### src/rtl/core/tdfa_pkg.sv
package tdfa_pkg;

  // automaton size and derived table geometry
  localparam int NUM_STATES  = 16;
  localparam int STATE_W     = 4;
  localparam int SYM_W       = 8;
  localparam int IDX_W       = (NUM_STATES > 1) ? $clog2(NUM_STATES) : 1;
  localparam int ADDR_W      = IDX_W + SYM_W;
  localparam int TABLE_DEPTH = NUM_STATES * (2 ** SYM_W);

  // configuration register width and indexes
  localparam int CFG_DATA_W = 64;
  localparam int CFG_IDX_W  = 3;
  localparam logic [CFG_IDX_W-1:0] CFG_START_STATE = 3'd0;
  localparam logic [CFG_IDX_W-1:0] CFG_ACCEPT_MASK = 3'd1;
  localparam logic [CFG_IDX_W-1:0] CFG_ALPHABET_0  = 3'd2;
  localparam logic [CFG_IDX_W-1:0] CFG_ALPHABET_1  = 3'd3;
  localparam logic [CFG_IDX_W-1:0] CFG_ALPHABET_2  = 3'd4;
  localparam logic [CFG_IDX_W-1:0] CFG_ALPHABET_3  = 3'd5;

  // item modes
  localparam logic MODE_CHAR  = 1'b0;
  localparam logic MODE_TABLE = 1'b1;

  // verdict codes
  localparam logic [1:0] VERDICT_ACCEPT = 2'd0;
  localparam logic [1:0] VERDICT_REJECT = 2'd1;
  localparam logic [1:0] VERDICT_ERROR  = 2'd2;

  // one transition table entry
  typedef struct packed {
    logic               valid;
    logic [STATE_W-1:0] dest;
  } entry_t;

  // table access request from the control path
  typedef struct packed {
    logic              rd_en;
    logic [ADDR_W-1:0] rd_addr;
    logic              wr_en;
    logic [ADDR_W-1:0] wr_addr;
    entry_t            wr_data;
  } tbl_req_t;

  // configuration seen by the control path
  typedef struct packed {
    logic [STATE_W-1:0]      start_state;
    logic [2**STATE_W-1:0]   accept_mask;
  } cfg_view_t;

endpackage

### src/rtl/core/tdfa_cfg.sv
module tdfa_cfg import tdfa_pkg::*; (
  input  logic                  clk,
  input  logic                  rst_n,
  input  logic                  cfg_we,
  input  logic [CFG_IDX_W-1:0]  cfg_index,
  input  logic [CFG_DATA_W-1:0] cfg_wdata,
  input  logic [SYM_W-1:0]      symbol_i,
  output cfg_view_t             view_o,
  output logic                  in_alpha_o
);

  logic [STATE_W-1:0]    start_state_r;
  logic [2**STATE_W-1:0] accept_mask_r;
  logic [4*CFG_DATA_W-1:0] alphabet_r;

  // register writes
  always_ff @(posedge clk) begin
    if (!rst_n) begin
      start_state_r <= '0;
      accept_mask_r <= '0;
      alphabet_r    <= '0;
    end else if (cfg_we) begin
      case (cfg_index)
        CFG_START_STATE: start_state_r <= cfg_wdata[STATE_W-1:0];
        CFG_ACCEPT_MASK: accept_mask_r <= cfg_wdata[2**STATE_W-1:0];
        CFG_ALPHABET_0:  alphabet_r[CFG_DATA_W-1:0] <= cfg_wdata;
        CFG_ALPHABET_1:  alphabet_r[2*CFG_DATA_W-1:CFG_DATA_W] <= cfg_wdata;
        CFG_ALPHABET_2:  alphabet_r[3*CFG_DATA_W-1:2*CFG_DATA_W] <= cfg_wdata;
        CFG_ALPHABET_3:  alphabet_r[4*CFG_DATA_W-1:3*CFG_DATA_W] <= cfg_wdata;
        default: ;
      endcase
    end
  end

  // alphabet membership of the incoming character
  assign in_alpha_o = alphabet_r[symbol_i];

  assign view_o.start_state = start_state_r;
  assign view_o.accept_mask = accept_mask_r;

endmodule

### config.mk
export PLATFORM = sky130hd
export DESIGN_NAME = tdfa_cfg
export DESIGN_NICKNAME = d
export VERILOG_FILES = /design/src/rtl/core/tdfa_pkg.sv /design/src/rtl/core/tdfa_cfg.sv
export SDC_FILE = /design/constraint.sdc
export NUM_CORES = 1
export LEC_CHECK = 0
export ABC_AREA = 1
export BUFFER_PORTS_ARGS = -buffer_cell sky130_fd_sc_hd__buf_4
export CAP_MARGIN = 20
export CORE_UTILIZATION = 27
export CTS_CLUSTER_SIZE = 12
export DETAILED_ROUTE_END_ITERATION = 7
export GPL_TIMING_DRIVEN = 0
export PLACE_DENSITY_LB_ADDON = 0.1
export RECOVER_POWER = 25
export SYNTH_ARGS = -nofsm -noshare
export SYNTH_HDL_FRONTEND = slang
export SYNTH_SLANG_ARGS = --single-unit
### constraint.sdc
create_clock -name clk -period 1.9 [get_ports clk]
set_clock_uncertainty 0.2 [all_clocks]
set_input_delay 0.095 -clock clk [delete_from_list [all_inputs] [get_ports clk]]
set_output_delay 0.095 -clock clk [all_outputs]
set_load 0.01 [all_outputs]
[Yosys cells after proc, flatten, opt, wreduce, memory -nomap -nowiden]
Cells that the tools add are included.
Word-level totals
  register bits after elaboration: 276
  input port bits: 78
  output and inout port bits: 21
  word-level logic and storage cells: 21
Cells by class
  $lt $le $gt $ge: 1
  equal/unequal tests: 5
  muxes and demuxes: 2
  reduce and logical (&&, ||, !) cells: 7
Operators with widths (number)
  2-bit AND reduction: 6
  8-bit by 9-bit < comparator with 1-bit output, second input constant: 1
  1-bit binary-select mux with 8-bit select: 1
  3-bit by 2-bit equality test with 1-bit output, second input constant: 2
  3-bit equality test, second input constant: 2
  3-bit by 1-bit equality test with 1-bit output, second input constant: 1
  3-bit logical NOT: 1
  1-bit two-way mux: 1

[Longest topological paths before layout]
  depth after elaboration: 2
  mapped depth: 13
  depth with buffers taken out: 11

[Worst setup path after synthesis]
OpenSTA, ideal clock, no wires.
  path kind: input to output
  start point: input port symbol_i[2]
  end point: output port in_alpha_o
  arrival: 1179 ps
  data required time: 1605 ps
  path slack: 426 ps
  stages: 11
  path buffers: 2
  path through: clkbuf_1 -> inv_1 -> clkbuf_1 -> nand3_1 -> nand3_1 -> nand3_1 -> nand2_1 -> nand2_1 -> nand3_1 -> nand3_1 -> nand2_1
Between the ends
  longest elaborated chain between the ends: 2
RTL lines
  from (decl): line tdfa_cfg.sv:7  | input logic [SYM_W-1:0] symbol_i,
  1-bit binary-select mux with 8-bit select: line tdfa_cfg.sv:36  | assign in_alpha_o = alphabet_r[symbol_i];
  1-bit two-way mux (implied by the code): line tdfa_cfg.sv:36
  to (decl): line tdfa_cfg.sv:9  | output logic in_alpha_o
Every way passes these cells. The select of a mux whose other input is x is not followed.

[Worst setup path in the final report]
  start point: input port symbol_i[1]
  end point: output port in_alpha_o
The elaborated chain is that of the path after synthesis.

==> out/metrics.yaml <==
cts_buffer_depth: 3
maxCapViolCount: 0
worstHoldEndpoint: "alphabet_r[8]"
p_total_w: 0.0140
r2r-end: "accept_mask_r[9]"
grt_usage: 0.246
irDropWorstVdd_uv: 585
drive_above_1_share: 0.186
setup_tns_ns: -8.27
synthCells: 1786
dieArea_um2: 45200
antenna_left: 0
row_count: 76
critical_path_class: "in -> out"
grt_pass1_wl_um: 80900
rrSetupSlack_ns: 0.53
grt_max_degree: 16
worstReg2RegStart: "accept_mask_r[9]"
drcViolationCount: 0
path_clk_slew_ns: 0.06
crit_arrival_ns: 2.01
cp.required_ns: 1.60
coreArea_um2: 43400
syn_nets: 1864
rsz0062_at_grt: "true"
finalHoldViolations: 0
worst-path-buf-inv: 4
seq_area_frac_synth: 0.462
cts_tree: "yes"
hp-start: "rst_n"
syn_to_final_growth_pct: 33.5
ys_ff_latch: 276
grt_pass1_vias: 12200
max_clock_freq_mhz: 433
portBuffers: 94
start_kind: "input port"
path_cells: "buf_4 > buf_2 > buf_2 > nand3_1 > nand3_2 > nand3_2 > nand3_2 > nand2_1 > nand2_1 > nand3_1 > nand3_1 > nand2_2 > buf_6"
min_period_ns: 2.31
cts_setup_buffers: 0
wl_um: 55400
die_w_um: 213
tightestPinTransition_ns: 1.14
syn_area_um2: 12000
slowest_stage: "buf_2"
ios: 99
drv_slew: 0
status: "complete, but fails checks"
cellLeakagePower_nw: 6.43
drtPass1Iterations: 5
preCtsSetupSlack_ns: -0.965
root_buffer: "clkbuf_16"
holdWs_ns: 0.0371
critPathTopFamily: "buffers and inverters"
utilization: 0.368
insertion_delay_ns: 0.59
vias_per_cell: 4.91
numCtsBuffers: 31
yosysWarningCount: 0
slowest_delay_ns: 0.48
setup_slack_ns: -0.408
synth_cell_types: 12
hold_path_class: "in -> reg"
min_period_over_period: 1.21
max_slew_margin: 0.240
htree_levels: 1
final-setup-viol-count: 63
avgSynthCellArea_um2: 6.70
fin_nets: 2072
holdPathStages: 4
violations: "setup timing"
crit_fanout: 10
ff2ff_path_depth: 3
drt_iter0_markers: 998
antenna_found_initial: 1
hpwl_um: 37500
gp_congestion: 0.881
cts.sinks: 276
final_cell_mix: "430 x nor2_1, 276 x o21ai_0, 257 x nand2_1"
die_h_um: 213
start_util: 0.276
wl_per_cell_um: 21.3
overflow: 0
final_common_cell: "nor2_1"
num_vias: 12800
p_per_area_nw_per_um2: 876
end_kind: "primary output"
[flip-flops by register name, indices dropped and copies added, names as in the netlist]
register and count:
alphabet_r 256, accept_mask_r 16, start_state_r 4
[layout make-up]
class                           instances  area [um2]
Fill cell                            4771       27400
Multi-Input combinational cell       1292        6220
Sequential cell                       276        5620
Timing Repair Buffer                  175        1440
Clock buffer                           53         998
Tap cell                              585         732
Buffer                                136         627
Inverter                               82         308
Clock inverter                          4        23.8
Antenna cell                            1        2.50
[cell usage after synthesis]
library cell	number	share of area
dfxtp_1	276	0.46
buf_2	26	0.011
buf_4	1	0.00063
nand2_1	272	0.085
clkbuf_1	103	0.032
buf_1	6	0.0019
o21ai_0	277	0.12
inv_1	77	0.024
nor2_1	431	0.14
inv_2	5	0.0016
nand3_1	247	0.10
a21oi_1	65	0.027
[how the worst max path moves through the flow]
stage / to / cells past startpoint / start
floorplan: in_alpha_o / 11 / symbol_i[2]
global placement: in_alpha_o / 12 / symbol_i[2]
detailed placement: in_alpha_o / 12 / symbol_i[2]
CTS: in_alpha_o / 11 / alphabet_r[32]
global route: in_alpha_o / 11 / alphabet_r[31]
finish: in_alpha_o / 13 / symbol_i[1]
[metrics by stage]
step           area, um2  std cells
4_1_cts            15400       2600
3_3_place_gp       13400       2465
3_5_place_dp       13400       2466
2_1_floorplan      12000       1786
5_1_grt            16000       2603
6_report           16000       2604
[repair_timing]
| action | in CTS | in global routing |
|---|---|---|
| hold buffers | 77 | 4 |
| endpoints found under the hold margin | 276 | 3 |
| gates resized for setup | 62 | 195 |
| pin swaps | 14 | 66 |
| setup endpoints to repair | 1 | 68 |
[power breakdown]
group	internal, W	switching (W)	leakage [nW]
logic	0.000592	0.00118	3.65
registers	0.00600	0.000103	2.28
clock network	0.00353	0.00259	0.508
total	0.0101	0.00387	6.43
[logic make-up after synthesis]
family                 after synthesis  share of synthesized area
AOI/OAI and AO/OA                  342                      0.143
buffers and inverters              218                     0.0714
DFF                                276                      0.462
and+or+nand+nor                    950                      0.324
[worst register-to-register path: cells and delay by family, from the launching register on]
family | cells | cell delay (ns)
AO/OA/AOI/OAI | 1 | 0.15
buffers and inverters | 1 | 0.55
flip-flops | 1 | 0.32
AND/OR/NAND/NOR | 1 | 0.05
[per-layer routing]
layer	up-vias	global-route usage	share of wire
met4	0	0.0814	0.032
met5	-	0	0
li1	6208	-	-
met3	92	0.0428	0.067
met1	6081	0.341	0.46
met2	417	0.384	0.44
Power figures use the tool's default switching activity.
