File: src/rtl/core/tdfa_pkg.sv
package tdfa_pkg;

  // automaton size and derived table geometry
  localparam int NUM_STATES  = 16;
  localparam int STATE_W     = 4;
  localparam int SYM_W       = 8;
  localparam int IDX_W       = (NUM_STATES > 1) ? $clog2(NUM_STATES) : 1;
  localparam int ADDR_W      = IDX_W + SYM_W;
  localparam int TABLE_DEPTH = NUM_STATES * (2 ** SYM_W);

  // configuration register width and indexes
  localparam int CFG_DATA_W = 64;
  localparam int CFG_IDX_W  = 3;
  localparam logic [CFG_IDX_W-1:0] CFG_START_STATE = 3'd0;
  localparam logic [CFG_IDX_W-1:0] CFG_ACCEPT_MASK = 3'd1;
  localparam logic [CFG_IDX_W-1:0] CFG_ALPHABET_0  = 3'd2;
  localparam logic [CFG_IDX_W-1:0] CFG_ALPHABET_1  = 3'd3;
  localparam logic [CFG_IDX_W-1:0] CFG_ALPHABET_2  = 3'd4;
  localparam logic [CFG_IDX_W-1:0] CFG_ALPHABET_3  = 3'd5;

  // item modes
  localparam logic MODE_CHAR  = 1'b0;
  localparam logic MODE_TABLE = 1'b1;

  // verdict codes
  localparam logic [1:0] VERDICT_ACCEPT = 2'd0;
  localparam logic [1:0] VERDICT_REJECT = 2'd1;
  localparam logic [1:0] VERDICT_ERROR  = 2'd2;

  // one transition table entry
  typedef struct packed {
    logic               valid;
    logic [STATE_W-1:0] dest;
  } entry_t;

  // table access request from the control path
  typedef struct packed {
    logic              rd_en;
    logic [ADDR_W-1:0] rd_addr;
    logic              wr_en;
    logic [ADDR_W-1:0] wr_addr;
    entry_t            wr_data;
  } tbl_req_t;

  // configuration seen by the control path
  typedef struct packed {
    logic [STATE_W-1:0]      start_state;
    logic [2**STATE_W-1:0]   accept_mask;
  } cfg_view_t;

endpackage

File: src/rtl/core/tdfa_ctrl.sv
module tdfa_ctrl import tdfa_pkg::*; (
  input  logic               clk,
  input  logic               rst_n,
  input  logic               in_valid,
  output logic               in_stall,
  input  logic               in_mode,
  input  logic [SYM_W-1:0]   in_symbol,
  input  logic               in_last,
  input  logic [STATE_W-1:0] in_from_state,
  input  logic [STATE_W-1:0] in_to_state,
  input  logic               in_entry_valid,
  output logic               out_valid,
  input  logic               out_stall,
  output logic [1:0]         out_verdict,
  output logic [STATE_W-1:0] out_final_state,
  input  cfg_view_t          cfg_i,
  input  logic               in_alpha_i,
  input  logic               tbl_ready_i,
  input  entry_t             rd_data_i,
  output tbl_req_t           tbl_req_o
);

  // committed string state
  logic [STATE_W-1:0] cur_state_r;
  logic               err_r;
  logic               in_string_r;

  // character waiting for its table read
  logic               p_valid_r;
  logic               p_last_r;
  logic               p_err_r;
  logic               p_lookup_r;
  logic [STATE_W-1:0] p_state_r;

  // result word
  logic               out_valid_r;
  logic [1:0]         out_verdict_r;
  logic [STATE_W-1:0] out_final_state_r;

  logic [STATE_W-1:0] res_state;
  logic               res_err;
  logic               res_in_str;
  logic               p_hold;
  logic               in_acc;
  logic               char_acc;
  logic [STATE_W-1:0] base_state;
  logic               base_err;
  logic               new_err;
  logic               lookup;
  logic               out_load;
  logic [1:0]         verdict;

  // resolve the pending character against the table read data
  always_comb begin
    res_state  = cur_state_r;
    res_err    = err_r;
    res_in_str = in_string_r;
    if (p_valid_r) begin
      res_state  = (p_lookup_r && rd_data_i.valid) ? rd_data_i.dest : p_state_r;
      res_err    = p_err_r;
      res_in_str = !p_last_r;
    end
  end

  // hold the pending last character while the result word is blocked
  assign p_hold   = p_valid_r && p_last_r && out_valid_r && out_stall;
  assign in_stall = !tbl_ready_i || p_hold;
  assign in_acc   = in_valid && !in_stall;
  assign char_acc = in_acc && (in_mode == MODE_CHAR);

  // state the new character starts from
  assign base_state = res_in_str ? res_state : cfg_i.start_state;
  assign base_err   = res_in_str && res_err;
  assign new_err    = base_err || !in_alpha_i;
  assign lookup     = !new_err && (32'(base_state) < NUM_STATES);

  // table read for characters, table write for entries
  always_comb begin
    tbl_req_o.rd_en        = char_acc && lookup;
    tbl_req_o.rd_addr      = {IDX_W'(base_state), in_symbol};
    tbl_req_o.wr_en        = in_acc && (in_mode == MODE_TABLE)
                             && (32'(in_from_state) < NUM_STATES);
    tbl_req_o.wr_addr      = {IDX_W'(in_from_state), in_symbol};
    tbl_req_o.wr_data.valid = in_entry_valid;
    tbl_req_o.wr_data.dest  = in_entry_valid ? in_to_state : '0;
  end

  // verdict of a finished string
  assign out_load = p_valid_r && p_last_r && !p_hold;

  always_comb begin
    if (p_err_r) begin
      verdict = VERDICT_ERROR;
    end else if (cfg_i.accept_mask[res_state]) begin
      verdict = VERDICT_ACCEPT;
    end else begin
      verdict = VERDICT_REJECT;
    end
  end

  // control registers
  always_ff @(posedge clk) begin
    if (!rst_n) begin
      cur_state_r <= '0;
      err_r       <= 1'b0;
      in_string_r <= 1'b0;
      p_valid_r   <= 1'b0;
      out_valid_r <= 1'b0;
    end else begin
      if (!p_hold) begin
        cur_state_r <= res_state;
        err_r       <= res_err;
        in_string_r <= res_in_str;
        p_valid_r   <= char_acc;
      end
      if (out_load) begin
        out_valid_r <= 1'b1;
      end else if (!out_stall) begin
        out_valid_r <= 1'b0;
      end
    end
  end

  // payload registers
  always_ff @(posedge clk) begin
    if (char_acc) begin
      p_last_r   <= in_last;
      p_err_r    <= new_err;
      p_lookup_r <= lookup;
      p_state_r  <= base_state;
    end
    if (out_load) begin
      out_verdict_r     <= verdict;
      out_final_state_r <= res_state;
    end
  end

  assign out_valid       = out_valid_r;
  assign out_verdict     = out_verdict_r;
  assign out_final_state = out_final_state_r;

  // an accepted character always occupies the read stage next
  assert property (@(posedge clk) disable iff (!rst_n)
    char_acc |=> p_valid_r)
    else $error("accepted character lost");

  // a blocked last character keeps its state
  assert property (@(posedge clk) disable iff (!rst_n)
    p_hold |=> p_valid_r && p_last_r && $stable(p_state_r))
    else $error("held character changed");

  // no table traffic while a finished string waits
  assert property (@(posedge clk) disable iff (!rst_n)
    p_hold |-> !tbl_req_o.rd_en && !tbl_req_o.wr_en)
    else $error("table access while stalled");

endmodule

File: config.mk
export PLATFORM = sky130hd
export DESIGN_NAME = tdfa_ctrl
export DESIGN_NICKNAME = d
export VERILOG_FILES = /design/src/rtl/core/tdfa_pkg.sv /design/src/rtl/core/tdfa_ctrl.sv
export SDC_FILE = /design/constraint.sdc
export NUM_CORES = 1
export LEC_CHECK = 0
export ABC_AREA = 1
export BUFFER_PORTS_ARGS = -buffer_cell sky130_fd_sc_hd__buf_2
export CAP_MARGIN = 5
export CORE_MARGIN = 2
export CORE_UTILIZATION = 42
export CTS_CLUSTER_DIAMETER = 30
export CTS_CLUSTER_SIZE = 12
export DETAILED_ROUTE_END_ITERATION = 10
export PLACE_DENSITY = 0.79
export SYNTH_ARGS = -nofsm -noshare
export SYNTH_HDL_FRONTEND = slang
export SYNTH_SLANG_ARGS = --single-unit
File: constraint.sdc
create_clock -name clk -period 2.2 [get_ports clk]
set_input_delay 0.44 -clock clk [delete_from_list [all_inputs] [get_ports clk]]
set_output_delay 0.44 -clock clk [all_outputs]
set_load 0.1 [all_outputs]
# Word-level counts from Yosys, hierarchy flattened
# Index checks and enable logic that the tools add are counted.
[totals] output_inout_bits=39 input_bits=50 wordCells=43 latchBits=0 romBits=0 ram_bits=0 memories=0 ff_bits=21
[op_classes] add_sub_neg=0 mul=0 reduce_logical=18 eq_ne=1 shift=0 muxes=11 n_lt_le_gt_ge=1 n_div=0 bitwise=1
[op_table] cell="$mux 4" n=4
[op_table] cell="$logic_and 1x1->1" n=10
[op_table] cell="$logic_not 1->1" n=6
[op_table] cell="$mux 1" n=6
[op_table] cell="$lt 4x5->1 const B" n=1
[op_table] cell="$bmux 1 s4" n=1
[op_table] cell="$logic_or 1x1->1" n=2
[op_table] cell="$ne 2x1->1 const B" n=1
[op_table] cell="$not 1->1" n=1

# Longest topological paths before layout
[depth] word_depth=8 mapped_depth=10 depth_no_buf=10

# Least setup slack after synthesis
# Ideal clock, no wire load.
[synth_timing] path_type="register to register" start="register p_lookup_r" end="register p_state_r[1], data pin" t_required_ns=1.577 slack_ns=-1.423 arrival_time_ns=2.999 path_buffers=0 setup_ns=0.623 path_stages_with_launch=8 synth_period_minus_slack_ns=3.623 path_cell_list="edfxtp_1 nand2_4 clkinv_4 nand2_4 nand2_2 nand2_2 nand2_4 o21ai_0"
[synth_rtl] element="start: declaration" line_no="tdfa_ctrl.sv:32" source="logic p_lookup_r;"
[synth_rtl] element="start signal: assignment" line_no="tdfa_ctrl.sv:129" source="p_lookup_r <= lookup;"
[synth_rtl] element="end signal: assignment" line_no="tdfa_ctrl.sv:130" source="p_state_r <= base_state;"
[synth_rtl] element="end: declaration" line_no="tdfa_ctrl.sv:33" source="logic [STATE_W-1:0] p_state_r;"

==> impl_metrics.toml <==
[clocking]
cts_tree = "built"
insertion_delay_ns = 0.29
clock_sinks = 21
numCtsBuffers = 3
cts.clk_slew.worst_paths_ns = 0.11
htreeDepth = 1
cts_hold_buffers = 0
cts-root-buf = "clkbuf_4"
clk_path_buf_depth = 2

[floorplan]
die_w_um = 61.6
die-height_um = 61.6
ioPinCount = 89
row_count = 20
start_util_pct = 45.0
die_area_um2 = 3800
coreArea_um2 = 3100

[place]
gp_congestion = 0.815
place_hpwl_um = 2340
port_buffers = 56

[worst_setup_path]
cpLargestDelayFamily = "flip-flops"
path_buf_inv = 3
path_cells = "nand2_4 -> buf_12 -> a21oi_2 -> o21ai_2 -> nand2_4 -> inv_2 -> o21ai_4 -> buf_12"
criticalPathCategory = "flop to primary output"
worstPathArrival_ns = 1.71
slowest_stage = "edfxtp_1"
critPathRequiredTime_ns = 1.76
cpPeakStageDelay_ns = 0.45
worstPathMaxFanout = 5
endpoint_kind = "primary output"
critPathLaunchType = "flop"
r2r_slack_ns = 0.63

[global_routing]
overflow = 0
grt_antenna_before_repair = 0
grt_pass1_vias = 1028
grt_max_degree = 12
grt_use_total_pct = 15.3
grt_pass1_wl_um = 4230
grt.met2_usage_pct = 26.5
met3_usage_pct = 3.36
grt_use_met1_pct = 18.8
grt-busiest-layer = "met2"

[logic_synthesis]
synth_fp_nets = 220
yosys_warnings = 0
avgSynthCellArea_um2 = 8.21
synth_top_area_share_pct = 28.0
syn_area_um2 = 1400
ys_seq_area_share_pct = 39.5
yosys.area.top_type = "edfxtp_1"
yosys.cell_types.count = 23
netlist_instances = 170
synth_area_leaders = "edfxtp_1 28%, dfxtp_1 11%, buf_4 11%, nand3_1 7.9%, nand2_1 7.8%"
ys_seq_elements = 21

[routing]
drt-vias-per-instance = 4.54
remaining_drc_errors = 0
wl_per_cell_um = 11.4
detailedRoute.firstIterationViolations = 26
routed_wl_um = 2950
num_vias = 1177
antenna_left = 0
first_pass_iters = 4

[sta]
fin_crit_sh_pct = 97.7
fin_skew_ns = 0.00358
whs_ns = 0.320
setup_violations = 0
rsz0062_at_grt = "yes"
period_needed_ns = 2.15
max_freq_ghz = 0.465
relSlewSlack_pct = 59.0
hold_viol_final = 0
worst_pin_slew_ns = 0.612
drv_slew = 0

[pwr]
ir_drop_mv = 0.251
p_per_area_nw_per_um2 = 497
p_total_mw = 0.897
leakagePower_nw = 0.897

[finish]
drive_gt1_share_pct = 48.8
final_common_cell = "buf_2"
final_cell_mix = "50 x buf_2, 29 x nand2_1, 24 x inv_1"
antenna_cells = 0
final_nets = 266
syn_to_final_growth_pct = 29.2

[run_status]
status = "completed"

[run]
drv_cap = 0

[hold_path]
holdCritPathClass = "primary input to flop"
flip-flops by register name, indices dropped and copies added, names as in the netlist:
| register | count |
|---|---|
| cur_state_r | 4 |
| err_r | 1 |
| in_string_r | 1 |
| out_final_state | 4 |
| out_valid | 1 |
| out_verdict | 2 |
| p_err_r | 1 |
| p_last_r | 1 |
| p_lookup_r | 1 |
| p_state_r | 4 |
| p_valid_r | 1 |
layout make-up:
cell class	instances	area (um2)
multi-input cells	98	614
well taps	44	55.1
repair buffers	63	435
fillers	286	1300
clock buffers	4	26.3
inverters	29	116
flip-flops and latches	21	556
cell usage after synthesis:
library cell  count
o21ai_4           1
inv_1            25
dfxtp_1           8
nand2_4           7
nor2_1            6
nor2_4            1
edfxtp_1         13
nand2_1          29
nand3_2           2
nand3_1          22
a21oi_1           7
a21oi_2           3
clkinv_4          1
o21ai_2           2
buf_6             1
o211ai_1          1
o21ai_0           8
nand2_2           6
buf_4            21
o21ai_1           2
inv_4             1
inv_2             2
nand3_4           1
metal layers:
layer,wire length [um],vias up
li1,-,615
met1,1260,514
met2,1480,42
met3,178,6
met4,34,0
met5,0,-
cell families after synthesis:
logic type / share of synthesized area [%]
AOI/OAI and AO/OA: 10.9
buffers and inverters: 20.4
DFF: 39.5
and+or+nand+nor: 29.1
through the flow:
stage | TNS, ns | util [%] | instances | cell area [um2] | setup slack, ns
detailed placement | 0 | 55.1 | 251 | 1710 | 0.246
global route | -0.0264 | 58.1 | 259 | 1800 | -0.0264
finish | 0 | 58.1 | 259 | 1800 | 0.0500
CTS | 0 | 56.0 | 255 | 1740 | 0.0179
floorplan | 0 | - | 170 | 1430 | 0.0499
global placement | 0 | 55.1 | 251 | 1710 | 0.263
final timing paths:
kind	start	to	cells past startpoint
hold / removal	in_last	p_last_r	1
setup reg to reg	p_lookup_r	out_verdict[0]	10
setup / recovery	p_lookup_r	tbl_req_o[28]	8
hold reg to reg	err_r	err_r	2
repair_timing:
action	CTS	global route
gates resized for setup	1	5
setup endpoints to repair	1	3
pin swaps	0	3
setup buffers	0	4
power by group:
part | switching (mW) | internal, mW | total (mW)
Combinational | 0.191 | 0.0967 | 0.288
Clock | 0.106 | 0.0704 | 0.176
Sequential | 0.00583 | 0.426 | 0.432
Total | 0.303 | 0.593 | 0.897
Note: power is estimated with default switching activity, not from simulation.
